### config.mk
export PLATFORM = sky130hd
export DESIGN_NAME = sorted_list_table_core
export DESIGN_NICKNAME = d
export VERILOG_FILES = /design/src/rtl/slt_pkg.sv /design/src/rtl/slt_ram.sv /design/src/rtl/sorted_list_table_core.sv
export SDC_FILE = /design/constraint.sdc
export NUM_CORES = 2
export LEC_CHECK = 0
export BUFFER_PORTS_ARGS = -buffer_cell sky130_fd_sc_hd__buf_4
export CORE_MARGIN = 2
export CORE_UTILIZATION = 35
export DETAILED_ROUTE_END_ITERATION = 8
export PLACE_DENSITY = 0.47
export SLEW_MARGIN = 20
export SYNTH_ARGS = -nofsm -noshare
export SYNTH_HDL_FRONTEND = slang
export SYNTH_SLANG_ARGS = --single-unit
### constraint.sdc
create_clock -name clk -period 7.3 [get_ports clk]
set_input_delay 1.095 -clock clk [delete_from_list [all_inputs] [get_ports clk]]
set_output_delay 1.095 -clock clk [all_outputs]
set_load 0.02 [all_outputs]
### src/rtl/slt_pkg.sv
// ----------------------------------------------------------------------------
// slt_pkg
// Shared types and constants for the sorted list table: request and response
// items, operation codes and storage sizes.
// ----------------------------------------------------------------------------
package slt_pkg;

    // storage sizes
    localparam int CAPACITY = 64;
    localparam int ADDR_W   = (CAPACITY > 1) ? $clog2(CAPACITY) : 1;
    localparam int CNT_W    = 7;
    localparam int DATA_W   = 32;

    // operation codes
    localparam logic [1:0] FUNC_INSERT     = 2'd0;
    localparam logic [1:0] FUNC_REMOVE_ONE = 2'd1;
    localparam logic [1:0] FUNC_REMOVE_ALL = 2'd2;

    // request item
    typedef struct packed {
        logic [1:0]               func;
        logic signed [DATA_W-1:0] value;
    } req_t;

    // response item
    typedef struct packed {
        logic             ok;
        logic [CNT_W-1:0] removed_count;
        logic [CNT_W-1:0] list_size;
    } rsp_t;

endpackage

### src/rtl/slt_ram.sv
// ----------------------------------------------------------------------------
// slt_ram
// Generic single write port, single read port RAM with registered read data.
// ----------------------------------------------------------------------------
module slt_ram #(
    parameter int WIDTH = 32,
    parameter int DEPTH = 64
) (
    input  logic                                       clk,
    input  logic                                       we,
    input  logic [((DEPTH > 1) ? $clog2(DEPTH) : 1)-1:0] waddr,
    input  logic [WIDTH-1:0]                           wdata,
    input  logic [((DEPTH > 1) ? $clog2(DEPTH) : 1)-1:0] raddr,
    output logic [WIDTH-1:0]                           rdata
);

    logic [WIDTH-1:0] mem [DEPTH];

    // write port
    always_ff @(posedge clk)
    begin
        if (we)
        begin
            mem[waddr] <= wdata;
        end
    end

    // registered read port
    always_ff @(posedge clk)
    begin
        rdata <= mem[raddr];
    end

endmodule

### src/rtl/sorted_list_table_core.sv
// ----------------------------------------------------------------------------
// sorted_list_table_core
// Sorted list of signed values with insert, remove-first and remove-all.
// ----------------------------------------------------------------------------
// Requests enter on req (func, value) under req_valid / req_stall; one
// response per request leaves on rsp (ok, removed_count, list_size) under
// rsp_valid / rsp_stall. The block works on one request at a time and holds
// req_stall high while busy.
// The entries live in one RAM and are walked one entry per cycle through its
// single read port: an insert shifts each larger entry up, a remove visits
// every entry held, and a full list or unused op goes straight to the
// response. The next request is taken in the cycle after the response is
// loaded into the output register, even if the receiver still stalls it; a
// stalled response holds its value, and a finished request waits until the
// output register is free.
// Reset clears the entry count and all control; RAM contents need no clear
// since only entries below the count are read.
// ----------------------------------------------------------------------------
module sorted_list_table_core (
    input  logic          clk,
    input  logic          rst_n,
    input  logic          req_valid,
    output logic          req_stall,
    input  slt_pkg::req_t req,
    output logic          rsp_valid,
    input  logic          rsp_stall,
    output slt_pkg::rsp_t rsp
);

    typedef enum logic [1:0] {
        S_IDLE,
        S_INS,
        S_REM,
        S_DONE
    } state_t;

    state_t                          state_reg, state_next;
    logic                            op_all_reg, op_all_next;
    logic signed [slt_pkg::DATA_W-1:0] value_reg, value_next;
    logic [slt_pkg::CNT_W-1:0]       count_reg, count_next;
    logic [slt_pkg::CNT_W-1:0]       rd_ptr_reg, rd_ptr_next;
    logic [slt_pkg::CNT_W-1:0]       wr_ptr_reg, wr_ptr_next;
    logic [slt_pkg::CNT_W-1:0]       gone_reg, gone_next;
    logic                            pend_reg, pend_next;
    logic [slt_pkg::ADDR_W-1:0]      pend_addr_reg, pend_addr_next;
    logic                            ok_reg, ok_next;
    logic                            rsp_valid_reg, rsp_valid_next;
    slt_pkg::rsp_t                   rsp_reg, rsp_next;

    logic                            ram_we;
    logic [slt_pkg::ADDR_W-1:0]      ram_waddr;
    logic [slt_pkg::DATA_W-1:0]      ram_wdata;
    logic [slt_pkg::ADDR_W-1:0]      ram_raddr;
    logic [slt_pkg::DATA_W-1:0]      ram_rdata;
    logic [slt_pkg::CNT_W-1:0]       rd_ptr_dec;
    logic                            entry_greater;
    logic                            entry_match;

    // entry storage
    slt_ram #(
        .WIDTH (slt_pkg::DATA_W),
        .DEPTH (slt_pkg::CAPACITY)
    ) u_ram (
        .clk   (clk),
        .we    (ram_we),
        .waddr (ram_waddr),
        .wdata (ram_wdata),
        .raddr (ram_raddr),
        .rdata (ram_rdata)
    );

    // compares on the entry just read: greater for insert, match for remove
    assign rd_ptr_dec    = rd_ptr_reg - 1'b1;
    assign entry_greater = $signed(ram_rdata) > value_reg;
    assign entry_match   = (ram_rdata == value_reg) && (op_all_reg || (gone_reg == '0));

    // sequencer
    always_comb
    begin
        state_next     = state_reg;
        op_all_next    = op_all_reg;
        value_next     = value_reg;
        count_next     = count_reg;
        rd_ptr_next    = rd_ptr_reg;
        wr_ptr_next    = wr_ptr_reg;
        gone_next      = gone_reg;
        pend_next      = pend_reg;
        pend_addr_next = pend_addr_reg;
        ok_next        = ok_reg;
        rsp_valid_next = rsp_valid_reg;
        rsp_next       = rsp_reg;
        ram_we         = 1'b0;
        ram_waddr      = '0;
        ram_wdata      = '0;
        ram_raddr      = '0;

        // output register drains
        if (rsp_valid_reg && !rsp_stall)
        begin
            rsp_valid_next = 1'b0;
        end

        case (state_reg)
            S_IDLE:
            begin
                if (req_valid)
                begin
                    value_next  = req.value;
                    pend_next   = 1'b0;
                    gone_next   = '0;
                    wr_ptr_next = '0;
                    ok_next     = 1'b0;
                    case (req.func)
                        slt_pkg::FUNC_INSERT:
                        begin
                            if (count_reg >= slt_pkg::CNT_W'(slt_pkg::CAPACITY))
                            begin
                                state_next = S_DONE;
                            end
                            else
                            begin
                                rd_ptr_next = count_reg;
                                state_next  = S_INS;
                            end
                        end
                        slt_pkg::FUNC_REMOVE_ONE, slt_pkg::FUNC_REMOVE_ALL:
                        begin
                            op_all_next = (req.func == slt_pkg::FUNC_REMOVE_ALL);
                            rd_ptr_next = '0;
                            state_next  = S_REM;
                        end
                        default:
                        begin
                            state_next = S_DONE;
                        end
                    endcase
                end
            end

            S_INS:
            begin
                // walk downward, one read per cycle
                if (rd_ptr_reg != '0)
                begin
                    ram_raddr      = rd_ptr_dec[slt_pkg::ADDR_W-1:0];
                    rd_ptr_next    = rd_ptr_dec;
                    pend_next      = 1'b1;
                    pend_addr_next = rd_ptr_dec[slt_pkg::ADDR_W-1:0];
                end
                else
                begin
                    pend_next = 1'b0;
                end

                // shift a larger entry up, or drop the new value in place
                if (pend_reg)
                begin
                    ram_we    = 1'b1;
                    ram_waddr = pend_addr_reg + 1'b1;
                    if (entry_greater)
                    begin
                        ram_wdata = ram_rdata;
                    end
                    else
                    begin
                        ram_wdata  = value_reg;
                        count_next = count_reg + 1'b1;
                        ok_next    = 1'b1;
                        state_next = S_DONE;
                    end
                end
                else if (rd_ptr_reg == '0)
                begin
                    ram_we     = 1'b1;
                    ram_waddr  = '0;
                    ram_wdata  = value_reg;
                    count_next = count_reg + 1'b1;
                    ok_next    = 1'b1;
                    state_next = S_DONE;
                end
            end

            S_REM:
            begin
                // walk upward, one read per cycle
                if (rd_ptr_reg != count_reg)
                begin
                    ram_raddr   = rd_ptr_reg[slt_pkg::ADDR_W-1:0];
                    rd_ptr_next = rd_ptr_reg + 1'b1;
                    pend_next   = 1'b1;
                end
                else
                begin
                    pend_next = 1'b0;
                end

                // drop matches, compact the rest
                if (pend_reg)
                begin
                    if (entry_match)
                    begin
                        gone_next = gone_reg + 1'b1;
                    end
                    else
                    begin
                        ram_we      = 1'b1;
                        ram_waddr   = wr_ptr_reg[slt_pkg::ADDR_W-1:0];
                        ram_wdata   = ram_rdata;
                        wr_ptr_next = wr_ptr_reg + 1'b1;
                    end
                end
                else if (rd_ptr_reg == count_reg)
                begin
                    count_next = wr_ptr_reg;
                    ok_next    = (gone_reg != '0);
                    state_next = S_DONE;
                end
            end

            S_DONE:
            begin
                if (!rsp_valid_reg || !rsp_stall)
                begin
                    rsp_next.ok            = ok_reg;
                    rsp_next.removed_count = gone_reg;
                    rsp_next.list_size     = count_reg;
                    rsp_valid_next         = 1'b1;
                    state_next             = S_IDLE;
                end
            end

            default:
            begin
                state_next = S_IDLE;
            end
        endcase
    end

    // state and registered outputs
    always_ff @(posedge clk or negedge rst_n)
    begin
        if (!rst_n)
        begin
            state_reg     <= S_IDLE;
            count_reg     <= '0;
            pend_reg      <= 1'b0;
            rsp_valid_reg <= 1'b0;
            rsp_reg       <= '0;
        end
        else
        begin
            state_reg     <= state_next;
            count_reg     <= count_next;
            pend_reg      <= pend_next;
            rsp_valid_reg <= rsp_valid_next;
            rsp_reg       <= rsp_next;
        end
    end

    // datapath registers
    always_ff @(posedge clk)
    begin
        op_all_reg    <= op_all_next;
        value_reg     <= value_next;
        rd_ptr_reg    <= rd_ptr_next;
        wr_ptr_reg    <= wr_ptr_next;
        gone_reg      <= gone_next;
        pend_addr_reg <= pend_addr_next;
        ok_reg        <= ok_next;
    end

    assign req_stall = (state_reg != S_IDLE);
    assign rsp_valid = rsp_valid_reg;
    assign rsp       = rsp_reg;

endmodule

==> out/qor_table.md <==
| Group | Parameter | Value |
|:---|:---|:---|
| cts | Number of levels in the clock H-tree | 4 |
| sta | Final count of hold timing violations | 0 |
| sta | Fin crit period | 5.800 ns |
| power | Largest voltage drop on the vdd net | 0.2940 mV |
| cells and area | Most common cell after layout, fill and taps aside | sky130_fd_sc_hd__edfxtp_1 |
| setup path | Class of the most critical setup path | reg -> reg |
| routing | First-pass iteration count of the detailed router | 6 |
| floorplan | Initial Utilization | 0.3508 |
| setup path | Worst flop-to-flop path endpoint | u_ram.rdata[31]$_DFF_P_ |
| logic synthesis | Average size of a mapped cell | 15.62 µm² |
| logic synthesis | Count of warnings emitted by yosys | 0 |
| cts | Root buffer cell | sky130_fd_sc_hd__clkbuf_16 |
| routing | Starting DRT DRC Count | 5837 |
| logic synthesis | Share of Yosys cell area claimed by the top area cell type | 0.7361 |
| routing | Total DRC errors in the routed layout | 0 |
| floorplan | Overall die area | 249800 µm² |
| sta | Top achievable clock speed | 172.4 MHz |
| routing | Antenna-violating nets left | 0 |
| setup path | WP data arrival | 6.55 ns |
| setup path | Required arrival time at the worst endpoint | 8.05 ns |
| place | Total instance count after detailed placement | 8642 |
| sta | Final Setup Violations | 0 |
| logic synthesis | Number of different library cells in the post-synthesis netlist | 72 |
| setup path | Worst-path fanout max | 62 |
| cts | Clock sink total | 2167 |
| cells and area | Final cell area excluding filler cells | 98670 µm² |
| power | Power density relative to cell area | 415.8 nW/µm² |
| place | DP HPWL | 158.2 mm |
| cells and area | Post-route non-filler standard cell count | 9080 |
| floorplan | Ports placed on the boundary | 55 |
| cells and area | Commonest non-fill, non-tap cells in the layout | sky130_fd_sc_hd__edfxtp_1, sky130_fd_sc_hd__nand2_1, sky130_fd_sc_hd__nand3_1 |
| logic synthesis | Post-synthesis cell count | 5507 |
| logic synthesis | Proportion of synthesized chip area in sequential cells | 0.7511 |
| routing | Detailed-route wire length | 276.7 mm |
| cells and area | Number of nets in the layout | 5736 |
| job | Reported max-cap violation count | 0 |
| routing | DR vias | 50340 |
| place | Number of buffer cells added on primary ports | 54 |
| routing | WL per Instance | 30.47 µm |
| sta | Hold Worst Slack | 0.1051 ns |
| setup path | Slowest Stage Delay on Critical Path | 0.68 ns |
| global route | Maximum number of pins on one net before global-route repair | 94 |
| global route | Number of antenna violations at the first check in global routing | 17 |
| floorplan | Y dimension of the die | 499.8 µm |
| cts | CTS tree | built |
| sta | Slew @ Worst Pin | 1.134 ns |
| floorplan | Horizontal die dimension | 499.8 µm |
| setup path | Worst reg2reg path startpoint | rd_ptr_reg[0]$_DFFE_PP_ |
| logic synthesis | Most used flip-flop cell after synthesis | sky130_fd_sc_hd__edfxtp_1 |
| cells and area | Area growth from synthesis to final layout | 14.68% |
| setup path | Worst reg-to-reg path cell count | 12 |
| cells and area | Core Util, Final | 0.4023 |
| place | Placed standard-cell area | 91300 µm² |
| logic synthesis | Syn_nets | 5592 |
| global route | Number of global-route vias before repair | 49070 |
| place | Worst Setup Slack post-DPL | 1.521 ns |
| setup path | Reg2Reg Setup Slack | 1.50 ns |
| cts | Number of clock buffers inserted by TritonCTS | 224 |
| setup path | Max stage delay cell, worst path | sky130_fd_sc_hd__and2_4 |
| global route | First-pass GRT wire length | 388.1 mm |
| hold path | Worst hold path class | in -> async |
| floorplan | Row count | 182 |
| power | Static leakage power | 31.77 nW |
| cells and area | Share of final-layout standard cells stronger than drive strength 1 | 0.1648 |
| sta | Setup repair after global routing missed its margin | no |
| cts | Post-CTS setup buffer count | 0 |
| cts | Clock edge transition at the registers on the reported setup and hold paths | 0.06 ns |
| cts | Post-CTS sizing | 0 |
| logic synthesis | Fraction of registers with async set or reset after synthesis | 0.01200 |
| sta | Post-route fraction of the period consumed by the critical path | 0.7946 |
| floorplan | Area of the placeable core | 245300 µm² |
| global route | Total gr overflow | 0 |
| logic synthesis | Post-synthesis sequential element count | 2167 |
| cts | Quantity of hold-fixing buffers added after cts | 0 |
| run status | Status | completed |
| sta | Setup clock skew after layout | 0.06423 ns |
| logic synthesis | Biggest area consumer among synthesized cells | sky130_fd_sc_hd__edfxtp_1 |
| global route | Overall track demand over capacity in global routing | 0.2179 |
| logic synthesis | Ranking of synthesized cells by area | sky130_fd_sc_hd__edfxtp_1, sky130_fd_sc_hd__mux4_2, sky130_fd_sc_hd__nand2_1 |
| routing | Per-cell via count in the routed design | 5.544 |
| setup path | Crit end category | flop |
| sta | Final critical-path setup slack | 1.500 ns |
| logic synthesis | Mapped cell area | 86040 µm² |
| setup path | Type of origin of the critical path | flop |
| sta | Max_slew headroom | 0.2396 |
| sta | Final TNS setup | 0 ns |
| cts | Number of buffers on the longest clock path | 3 |
| sta | Count of pins over their slew limit | 0 |
| power | Total power draw | 41.03 mW |
| cells and area | Number of flip-flops in the largest register | 2048 |
| place | RD Place Congestion | 0.8641 |
| cts | Later-pin clock latency in the skew report | 0.90 ns |
| setup path | Ordered cell list for the critical path | inv_1 -> ha_1 -> or3b_4 -> o41a_1 -> nand3_4 -> and2_4 -> buf_12 -> mux4_2 -> a22o_1 -> a31oi_1 -> nand2_1 -> and4_1 |
| logic synthesis | Number of flops mapped to enable cells by yosys | 2109 |
## cells by family after synthesis
group,synth area share
muxes,0.06730
DFF,0.7511
buffers and inverters,0.02379
adders and majority gates,0.006835
xor gates and xnor gates,0.003156
and+or+nand+nor,0.1111
AOI/OAI and AO/OA,0.03668
## worst max path at each step
stage | start | to | slack (ns) | depth (start not counted)
6_report | rd_ptr_reg[0]$_DFFE_PP_ | u_ram.rdata[31]$_DFF_P_ | 1.50 | 12
5_1_grt | rd_ptr_reg[0]$_DFFE_PP_ | u_ram.rdata[14]$_DFF_P_ | 1.24 | 13
4_1_cts | rd_ptr_reg[0]$_DFFE_PP_ | u_ram.rdata[31]$_DFF_P_ | 1.51 | 12
3_5_place_dp | rd_ptr_reg[0]$_DFFE_PP_ | u_ram.rdata[23]$_DFF_P_ | 1.52 | 13
3_3_place_gp | rd_ptr_reg[0]$_DFFE_PP_ | u_ram.rdata[23]$_DFF_P_ | 1.54 | 13
2_1_floorplan | value_reg[27]$_DFFE_PP_ | u_ram.mem[0][10]$_DFFE_PP_ | 1.46 | 11
## critical path: cells and delay by family, from the launching register on
kind | cells | cell delay (ns)
buf+inv | 2 | 0.61
mux | 1 | 0.59
simple gates | 5 | 2.43
flops | 1 | 0.49
fa+ha+maj | 1 | 0.25
compound gates | 3 | 1.08
## cell usage after synthesis, types with 45 or more instances
cell and number:
sky130_fd_sc_hd__a21oi_1 93, sky130_fd_sc_hd__nand2_1 1171, sky130_fd_sc_hd__clkbuf_1 152, sky130_fd_sc_hd__mux4_2 240, sky130_fd_sc_hd__nand4_1 68, sky130_fd_sc_hd__buf_2 119, sky130_fd_sc_hd__a31oi_1 100, sky130_fd_sc_hd__ha_1 47
sky130_fd_sc_hd__edfxtp_1 2109, sky130_fd_sc_hd__nand3_1 664, sky130_fd_sc_hd__nor2_1 105, sky130_fd_sc_hd__inv_1 45, sky130_fd_sc_hd__a22oi_1 80
## power by group
part           internal (mW)  switching, mW  leakage (nW)  total, mW
registers               14.5          0.371          19.2       14.9
clock network           6.48           4.98          3.53       11.5
logic                   4.66           10.0          9.01       14.7
## layout make-up
type	instances	area (µm²)
flip-flops and latches	2167	64620
inverters	46	172.7
diodes	16	40.04
clock inverters	136	1338
clock buffers	283	5919
well taps	3220	4029
fillers	22290	146600
repair buffers	259	2435
multi-input cells	2953	20110
## layer usage
metal,global-route usage,part of all wire,vias to the layer above
met3,0.03684,0.072,388
met1,0.3154,0.44,26530
met5,0,0.00019,-
li1,-,-,21510
met2,0.3381,0.46,1911
met4,0.06248,0.029,8
No activity file was read; power rests on OpenSTA's default activity.
